--- src/hw/rtl/cordic_sc_pkg.sv ---
// ----------------------------------------------------------------------------
// cordic sine/cosine package
// shared types, constants and arctangent table for the rotation chain
// ----------------------------------------------------------------------------
package cordic_sc_pkg;

	localparam int STAGES    = 16;
	localparam int DW        = 16;
	localparam int AW        = 18;
	localparam int RW        = AW + 1;
	localparam int SHW       = 4;

	localparam logic signed [RW-1:0] PI_Q      = RW'(51471);
	localparam logic signed [RW-1:0] TWO_PI_Q  = RW'(102943);
	localparam logic signed [RW-1:0] HALF_PI_Q = RW'(25735);
	localparam logic signed [DW-1:0] INV_GAIN_Q = DW'(9949);

	typedef struct packed {
		logic signed [DW-1:0] x;
		logic signed [DW-1:0] y;
		logic signed [DW-1:0] z;
	} vec_t;

	function automatic logic signed [DW-1:0] atan_lut(input logic [SHW-1:0] k);
		logic signed [DW-1:0] a;
		case (k)
			4'd0:    a = 16'sh3243;
			4'd1:    a = 16'sh1DAC;
			4'd2:    a = 16'sh0FAD;
			4'd3:    a = 16'sh07F5;
			4'd4:    a = 16'sh03FE;
			4'd5:    a = 16'sh01FF;
			4'd6:    a = 16'sh00FF;
			4'd7:    a = 16'sh007F;
			4'd8:    a = 16'sh003F;
			4'd9:    a = 16'sh001F;
			4'd10:   a = 16'sh000F;
			4'd11:   a = 16'sh0007;
			4'd12:   a = 16'sh0003;
			4'd13:   a = 16'sh0001;
			default: a = 16'sh0000;
		endcase
		return a;
	endfunction

endpackage

--- src/hw/rtl/cordic_sc_prep.sv ---
// ----------------------------------------------------------------------------
// cordic angle preparation
// wraps the angle into [-pi, pi], folds it into [-pi/2, pi/2], sets start vector
// ----------------------------------------------------------------------------
module cordic_sc_prep (
	input  logic                                  clk,
	input  logic                                  arst_n,
	input  logic                                  en,
	input  logic                                  in_valid,
	input  logic signed [cordic_sc_pkg::AW-1:0]   angle,
	output logic                                  out_valid,
	output cordic_sc_pkg::vec_t                   out_vec
);
	import cordic_sc_pkg::*;

	logic signed [RW-1:0] r_ext;
	logic signed [RW-1:0] r_wrap;
	logic signed [RW-1:0] r_fold;
	logic                 neg;
	vec_t                 vec_s1;
	logic                 valid_s1;

	always_comb begin
		r_ext = RW'(angle);
		if (r_ext > PI_Q) begin
			r_wrap = r_ext - TWO_PI_Q;
		end else if (r_ext < -PI_Q) begin
			r_wrap = r_ext + TWO_PI_Q;
		end else begin
			r_wrap = r_ext;
		end
		// fold outer half-planes by pi and flip the start vector
		if (r_wrap > HALF_PI_Q) begin
			r_fold = r_wrap - PI_Q;
			neg    = 1'b1;
		end else if (r_wrap < -HALF_PI_Q) begin
			r_fold = r_wrap + PI_Q;
			neg    = 1'b1;
		end else begin
			r_fold = r_wrap;
			neg    = 1'b0;
		end
	end

	always_ff @(posedge clk or negedge arst_n) begin
		if (!arst_n) begin
			valid_s1 <= 1'b0;
		end else if (en) begin
			valid_s1 <= in_valid;
		end
	end

	always_ff @(posedge clk) begin
		if (en) begin
			vec_s1.x <= neg ? -INV_GAIN_Q : INV_GAIN_Q;
			vec_s1.y <= '0;
			vec_s1.z <= r_fold[DW-1:0];
		end
	end

	assign out_valid = valid_s1;
	assign out_vec   = vec_s1;

endmodule

--- src/hw/rtl/cordic_sc_cell.sv ---
// ----------------------------------------------------------------------------
// cordic rotation cell
// one rotation-mode micro-rotation, registered, wrapping at 16 bits
// ----------------------------------------------------------------------------
module cordic_sc_cell (
	input  logic                               clk,
	input  logic                               arst_n,
	input  logic                               en,
	input  logic [cordic_sc_pkg::SHW-1:0]      stage,
	input  logic                               in_valid,
	input  cordic_sc_pkg::vec_t                in_vec,
	output logic                               out_valid,
	output cordic_sc_pkg::vec_t                out_vec
);
	import cordic_sc_pkg::*;

	logic signed [DW-1:0] xs;
	logic signed [DW-1:0] ys;
	logic signed [DW-1:0] a;
	vec_t                 nxt;
	vec_t                 vec_q;
	logic                 valid_q;

	always_comb begin
		xs = in_vec.x >>> stage;
		ys = in_vec.y >>> stage;
		a  = atan_lut(stage);
		// zero residual counts as non-negative
		if (!in_vec.z[DW-1]) begin
			nxt.x = in_vec.x - ys;
			nxt.y = in_vec.y + xs;
			nxt.z = in_vec.z - a;
		end else begin
			nxt.x = in_vec.x + ys;
			nxt.y = in_vec.y - xs;
			nxt.z = in_vec.z + a;
		end
	end

	always_ff @(posedge clk or negedge arst_n) begin
		if (!arst_n) begin
			valid_q <= 1'b0;
		end else if (en) begin
			valid_q <= in_valid;
		end
	end

	always_ff @(posedge clk) begin
		if (en) begin
			vec_q <= nxt;
		end
	end

	assign out_valid = valid_q;
	assign out_vec   = vec_q;

endmodule

--- src/hw/rtl/cordic_sine_cosine.sv ---
// ----------------------------------------------------------------------------
// cordic sine/cosine
// pipelined rotation-mode cordic: one angle in, one sine/cosine pair out
// ----------------------------------------------------------------------------
// channel   dir  tdata                                   width
// s_axis    in   [17:0] angle (q.14, signed)             24
// m_axis    out  [15:0] sine, [31:16] cosine (q.14)      32
//
// one beat accepted per cycle while no result is stalled; the chain is the prep stage plus
// 16 rotation cells, the last cell is the output register
// the whole chain advances together; it stalls only while a result waits
// on m_tready, and bubbles carry a cleared valid bit
// reset clears the valid bits only
// ----------------------------------------------------------------------------
module cordic_sine_cosine (
	input  logic        clk,
	input  logic        arst_n,
	input  logic        s_tvalid,
	output logic        s_tready,
	input  logic [23:0] s_tdata,   // [17:0] angle
	output logic        m_tvalid,
	input  logic        m_tready,
	output logic [31:0] m_tdata    // [15:0] sine, [31:16] cosine
);
	import cordic_sc_pkg::*;

	logic                 en;
	logic [STAGES:0]      valid_c;
	vec_t                 vec_c [STAGES+1];

	assign en       = !m_tvalid || m_tready;
	assign s_tready = en;

	cordic_sc_prep u_prep (
		.clk       (clk),
		.arst_n    (arst_n),
		.en        (en),
		.in_valid  (s_tvalid),
		.angle     (signed'(s_tdata[AW-1:0])),
		.out_valid (valid_c[0]),
		.out_vec   (vec_c[0])
	);

	for (genvar k = 0; k < STAGES; k++) begin : g_cell
		cordic_sc_cell u_cell (
			.clk       (clk),
			.arst_n    (arst_n),
			.en        (en),
			.stage     (SHW'(k)),
			.in_valid  (valid_c[k]),
			.in_vec    (vec_c[k]),
			.out_valid (valid_c[k+1]),
			.out_vec   (vec_c[k+1])
		);
	end

	assign m_tvalid = valid_c[STAGES];
	assign m_tdata  = {vec_c[STAGES].x, vec_c[STAGES].y};

	a_stall_blocks_input: assert property (@(posedge clk) disable iff (!arst_n)
		(m_tvalid && !m_tready) |-> !s_tready)
		else $error("input taken while result stalled");

	a_accept_enters_chain: assert property (@(posedge clk) disable iff (!arst_n)
		(s_tvalid && s_tready) |=> valid_c[0])
		else $error("accepted beat lost at prep stage");

	a_result_held: assert property (@(posedge clk) disable iff (!arst_n)
		$past(m_tvalid && !m_tready) |-> (m_tvalid && $stable(m_tdata)))
		else $error("stalled result changed");

	a_chain_shifts: assert property (@(posedge clk) disable iff (!arst_n)
		en |=> (valid_c[STAGES] == $past(valid_c[STAGES-1])))
		else $error("valid chain broken");

endmodule

--- config.mk ---
export PLATFORM = sky130hd
export DESIGN_NAME = cordic_sine_cosine
export DESIGN_NICKNAME = d
export VERILOG_FILES = /design/src/hw/rtl/cordic_sc_pkg.sv /design/src/hw/rtl/cordic_sc_prep.sv /design/src/hw/rtl/cordic_sc_cell.sv /design/src/hw/rtl/cordic_sine_cosine.sv
export SDC_FILE = /design/constraint.sdc
export NUM_CORES = 2
export LEC_CHECK = 0
export BUFFER_PORTS_ARGS = -buffer_cell sky130_fd_sc_hd__buf_2
export CAP_MARGIN = 20
export CORE_MARGIN = 5
export CORE_UTILIZATION = 55
export DETAILED_ROUTE_END_ITERATION = 7
export GPL_TIMING_DRIVEN = 0
export HOLD_SLACK_MARGIN = 0.05
export PLACE_DENSITY = 0.72
export SKIP_LAST_GASP = 1
export SLEW_MARGIN = 0
export SYNTH_ARGS = -nofsm -noshare
export SYNTH_HDL_FRONTEND = slang
export SYNTH_SLANG_ARGS = --single-unit
--- constraint.sdc ---
create_clock -name clk -period 24.7 [get_ports clk]
set_clock_uncertainty 0.2 [all_clocks]
set_input_delay 2.47 -clock clk [delete_from_list [all_inputs] [get_ports clk]]
set_output_delay 2.47 -clock clk [all_outputs]
set_load 0.01 [all_outputs]
---- Word-level counts from Yosys, hierarchy flattened ----
Memories as Yosys holds them, arrays and structs flattened.
Cells that the tools add are included.
cells by class
  add/sub/neg operators ................... 97
  magnitude comparators ................... 4
  muxes and demuxes ....................... 23
  reductions and logical operators ........ 2
operator list
  operator          count
  $mux 48           15
  $add 16x16->16    16
  $sub 16x16->16    16
  $mux 16           3
  $mux 19           2
  $add 16x1->16     2
  $add 16x10->16    2
  $add 16x11->16    2
  $add 16x12->16    2
  $add 16x13->16    2
  $add 16x14->16    2
  $add 16x15->16    2
  $add 16x2->16     2
  $add 16x3->16     2
  $add 16x4->16     2
  $add 16x5->16     2
  $add 16x6->16     2
  $add 16x7->16     2
  $add 16x8->16     2
  $add 16x9->16     2
  $mux 32           1
  $sub 16x1->16     2
  $sub 16x10->16    2
  $sub 16x11->16    2
  24 further kinds  37
word-level totals
  register bits after elaboration ......... 801
  memory bits (read-only) ................. 3584
  input port bits ......................... 28
  output and inout bits ................... 34
  logic and storage cells ................. 208
  memories ................................ 16
memories
  name             words  bits a word  rd ports  clocked after Yosys merged registers in  write ports  line                 source
  (no name shown)  16     14           1         0                                        0            cordic_sc_pkg.sv:26  case (k)
  (no name shown)  16     14           1         0                                        0            cordic_sc_pkg.sv:26
  (no name shown)  16     14           1         0                                        0            cordic_sc_pkg.sv:26
  (no name shown)  16     14           1         0                                        0            cordic_sc_pkg.sv:26
  (no name shown)  16     14           1         0                                        0            cordic_sc_pkg.sv:26
  (no name shown)  16     14           1         0                                        0            cordic_sc_pkg.sv:26
  +10 memories     --     --           --        --                                       --           --

---- Logic depth before layout (Yosys ltp) ----
  depth in word-level cells ............... 7
  depth in mapped cells ................... 17
  mapped depth without buffers ............ 17

---- By module ----
From an unflattened synthesis, not the netlist that was laid out.
second synthesis, totals
  cells, all modules ...................... 10684
  area total of the unflattened synthesis .. 100691.6 sq um
by module, submodules not included
  module                                  times used  cells an instance  area each (sq um)  sequential area each (sq um)
  cordic_sc_cell (g_cell[12].u_cell ...)  7           647                6064.6             1466.4
  cordic_sc_cell (g_cell[0].u_cell ...)   3           659                6337.3             1466.4
  cordic_sc_cell (g_cell[9].u_cell)       1           654                6278.5             1466.4
  cordic_sc_cell (g_cell[10].u_cell)      1           659                6188.4             1466.4
  cordic_sc_cell (g_cell[6].u_cell)       1           656                6090.8             1466.4
  cordic_sc_cell (g_cell[7].u_cell)       1           639                6049.6             1466.4
  cordic_sc_cell (g_cell[8].u_cell)       1           647                6010.8             1466.4
  cordic_sc_cell (g_cell[11].u_cell)      1           634                6005.8             1466.4
  cordic_sc_prep                          1           286                2590.0             565.5
  cordic_sine_cosine                      1           3                  13.8               0.0

---- Worst setup path before layout ----
Ideal clock, no wire load.
  kind .................................... input-to-output
  start point ............................. in m_tready
  end point ............................... out s_tready
  arrival time ............................ 16.681 ns
  required time ........................... 22.030 ns
  setup slack ............................. 5.349 ns
  stages .................................. 4
  cells stage by stage .................... nor2b_1 clkbuf_1 clkbuf_1 inv_1
on the way
  word-level cells in the longest chain between the ends .. 1
ends and longest elaborated chain
  item              line                      source
  from (decl)       cordic_sine_cosine.sv:22  input logic m_tready,
  $logic_or 1x1->1  cordic_sine_cosine.sv:31  assign en = !m_tvalid || m_tready;
  to (decl)         cordic_sine_cosine.sv:19  output logic s_tready,
Every way passes these cells.

---- Worst setup path in the final report ----
Ends and elaborated chain as after synthesis.

==> impl_metrics.tcl <==
set metrics [dict create \
    antenna_left 0 \
    die_w_um 327 \
    portBuffers 47 \
    postCtsResizedCells 0 \
    fin_crit_ns 7.12 \
    track_usage_pct 21.3 \
    rows 116 \
    die_h_um 327 \
    cts_root_buf "clkbuf_16" \
    place.gp.congestion 0.888 \
    firstDrtPassIters 6 \
    vias 40200 \
    ys_seq_elements 729 \
    setup_viol 0 \
    hp-class "flop to flop" \
    cts_tree "done" \
    max_freq_mhz 140 \
    fin_crit_sh_pct 28.8 \
    drt_iter0_drc 2195 \
    post_cts_buffers 0 \
    syn_nets 6255 \
    worstPathRequired_ns 22.03 \
    setup.worst_path.class "input pin to output pin" \
    slew_headroom_pct 38.3 \
    pin_count 62 \
    cts.sinks 729 \
    synthArstFlopShare_pct 2.33 \
    syn_area_um2 55400 \
    grt_pass1_vias 39800 \
    final_cell_mix "edfxtp_1, ha_1, xnor2_1" \
    postCtsHoldBufs 0 \
    dpl-instance-area_um2 57400 \
    drive_gt1_share_pct 5.47 \
    status "finished clean" \
    ys_types 96 \
    ys_warn_count 0 \
    dp.final_hpwl_um 88900 \
    grt_pass1_wl_um 191000 \
    clk_latency_ns 0.66 \
    finalHoldViolCount 0 \
    wl_per_cell_um 16.4 \
    ys.flop_type "edfxtp_1" \
    finalWorstSetupSlack_ns 17.58 \
    cp-end-kind "output pin" \
    avgViaCountPerCell 5.75 \
    nets 6394 \
    netlist_instances 5493 \
    synth_edf_count 712 \
    maxCapViolCount 0 \
    startpoint_type "input pin" \
    overflow 0 \
    clk_path_buf_depth 3 \
    layout-area-overhead-vs-synth_pct 8.42 \
    grt_start_max_net_pins 145 \
    htreeDepth 3 \
    arrival_ns 4.45 \
    path_clk_slew_ns 0.05 \
    cts_made_buffers 84 \
    postSynthAreaPerCell_um2 10.1 \
    die-area_um2 107000 \
    drc 0 \
    crit_fanout 116 \
    core_area_um2 100000 \
    ys_seq_area_share_pct 39.3 \
    routed_wl_um 115000 \
    n_antenna_cell 0 \
    finish.instance_area_um2 60100 \
    post-place-ws_ns 17.60 \
    layout_commonest_cell "edfxtp_1" \
    finalMaxSlewViolations 0 \
    start_util_pct 55.4 \
    final_core_util_pct 60.1 \
    antenna_found_initial 0 \
    rsz0062_at_grt "false" \
    worst_slew_pin_slew_ns 0.916 \
]
[flip-flops by register name, indices dropped and copies added, names as in the netlist]
name                     flops
g_cell.u_cell.out_vec      694
u_prep.out_vec              18
g_cell.u_cell.out_valid     16
u_prep.out_valid             1
[final timing paths]
path                                                    from                      endpoint  slack [ns]  cells after the start
worst min register to register   g_cell[3].u_cell.out_vec[0]   g_cell[4].u_cell.out_vec[0]        0.22                      0
worst max register to register  g_cell[7].u_cell.out_vec[15]  g_cell[8].u_cell.out_vec[31]       19.54                     14
min in group asynchronous                             arst_n   g_cell[13].u_cell.out_valid        1.52                      1
worst min-delay path             g_cell[3].u_cell.out_vec[0]   g_cell[4].u_cell.out_vec[0]        0.22                      0
max in group asynchronous                             arst_n    g_cell[3].u_cell.out_valid       22.52                      1
worst max-delay path                                m_tready                      s_tready       17.58                      6
[per-layer routing]
layer | share of wire, % | GRT usage, % | vias up
li1 | - | - | 20400
met1 | 41 | 24.8 | 19000
met2 | 52 | 40.4 | 701
met3 | 3.3 | 2.35 | 223
met4 | 3.3 | 7.53 | 0
met5 | 0 | 0 | -
[worst max-delay path, stage by stage]
cell	delay, ns
buf_2	0.09
nor2b_1	0.12
clkbuf_1	0.38
clkbuf_1	0.55
inv_8	0.43
buf_2	0.30
[cell type report]
type                       count  area, um^2
fill                        8144       39900
clock inverter                50         427
buffer                        75         318
tap                         1298        1620
clock buffer                 104        2230
timing repair buffer          53         380
inverter                     453        1710
multi-input combinational   4236       31600
sequential                   729       21800
[cells by family (layout without fill, tap and decap cells)]
family	count (synthesis)	after routing	synth area share [%]
flip-flops	729	729	39.3
AO/OA/AOI/OAI	1302	1302	15.3
adder cells (fa/ha/maj)	734	734	17.2
AND/OR/NAND/NOR	1457	1457	12.5
multiplexers	75	75	1.44
XOR/XNOR	668	668	10.6
buffers and inverters	528	735	3.64
[synthesized netlist by cell type (67+ instances only)]
| master | n | area (um^2) |
|---|---|---|
| nand2_1 | 324 | 1220 |
| nor3_1 | 203 | 1020 |
| a21o_1 | 122 | 916 |
| a21boi_0 | 74 | 556 |
| a21oi_1 | 392 | 1960 |
| nand3_1 | 117 | 586 |
| xor2_1 | 193 | 1690 |
| o21ai_0 | 277 | 1390 |
| ha_1 | 690 | 8630 |
| edfxtp_1 | 712 | 21400 |
| nor2b_1 | 67 | 419 |
| nor2_1 | 448 | 1680 |
| xnor2_1 | 470 | 4120 |
| inv_1 | 450 | 1690 |
[metrics by stage]
step / TNS (ns) / hold WS, ns / cells
floorplan: 0 / 0.200 / 5493
global placement: -2.13 / 0.204 / 6838
detailed placement: 0 / 0.210 / 6844
CTS: 0 / 0.222 / 6998
global route: 0 / 0.235 / 6998
finish: 0 / 0.220 / 6998
Power is left out: the tool's default activity adds up to more than one toggle a clock period on the data nets, which glitch-free logic cannot reach.
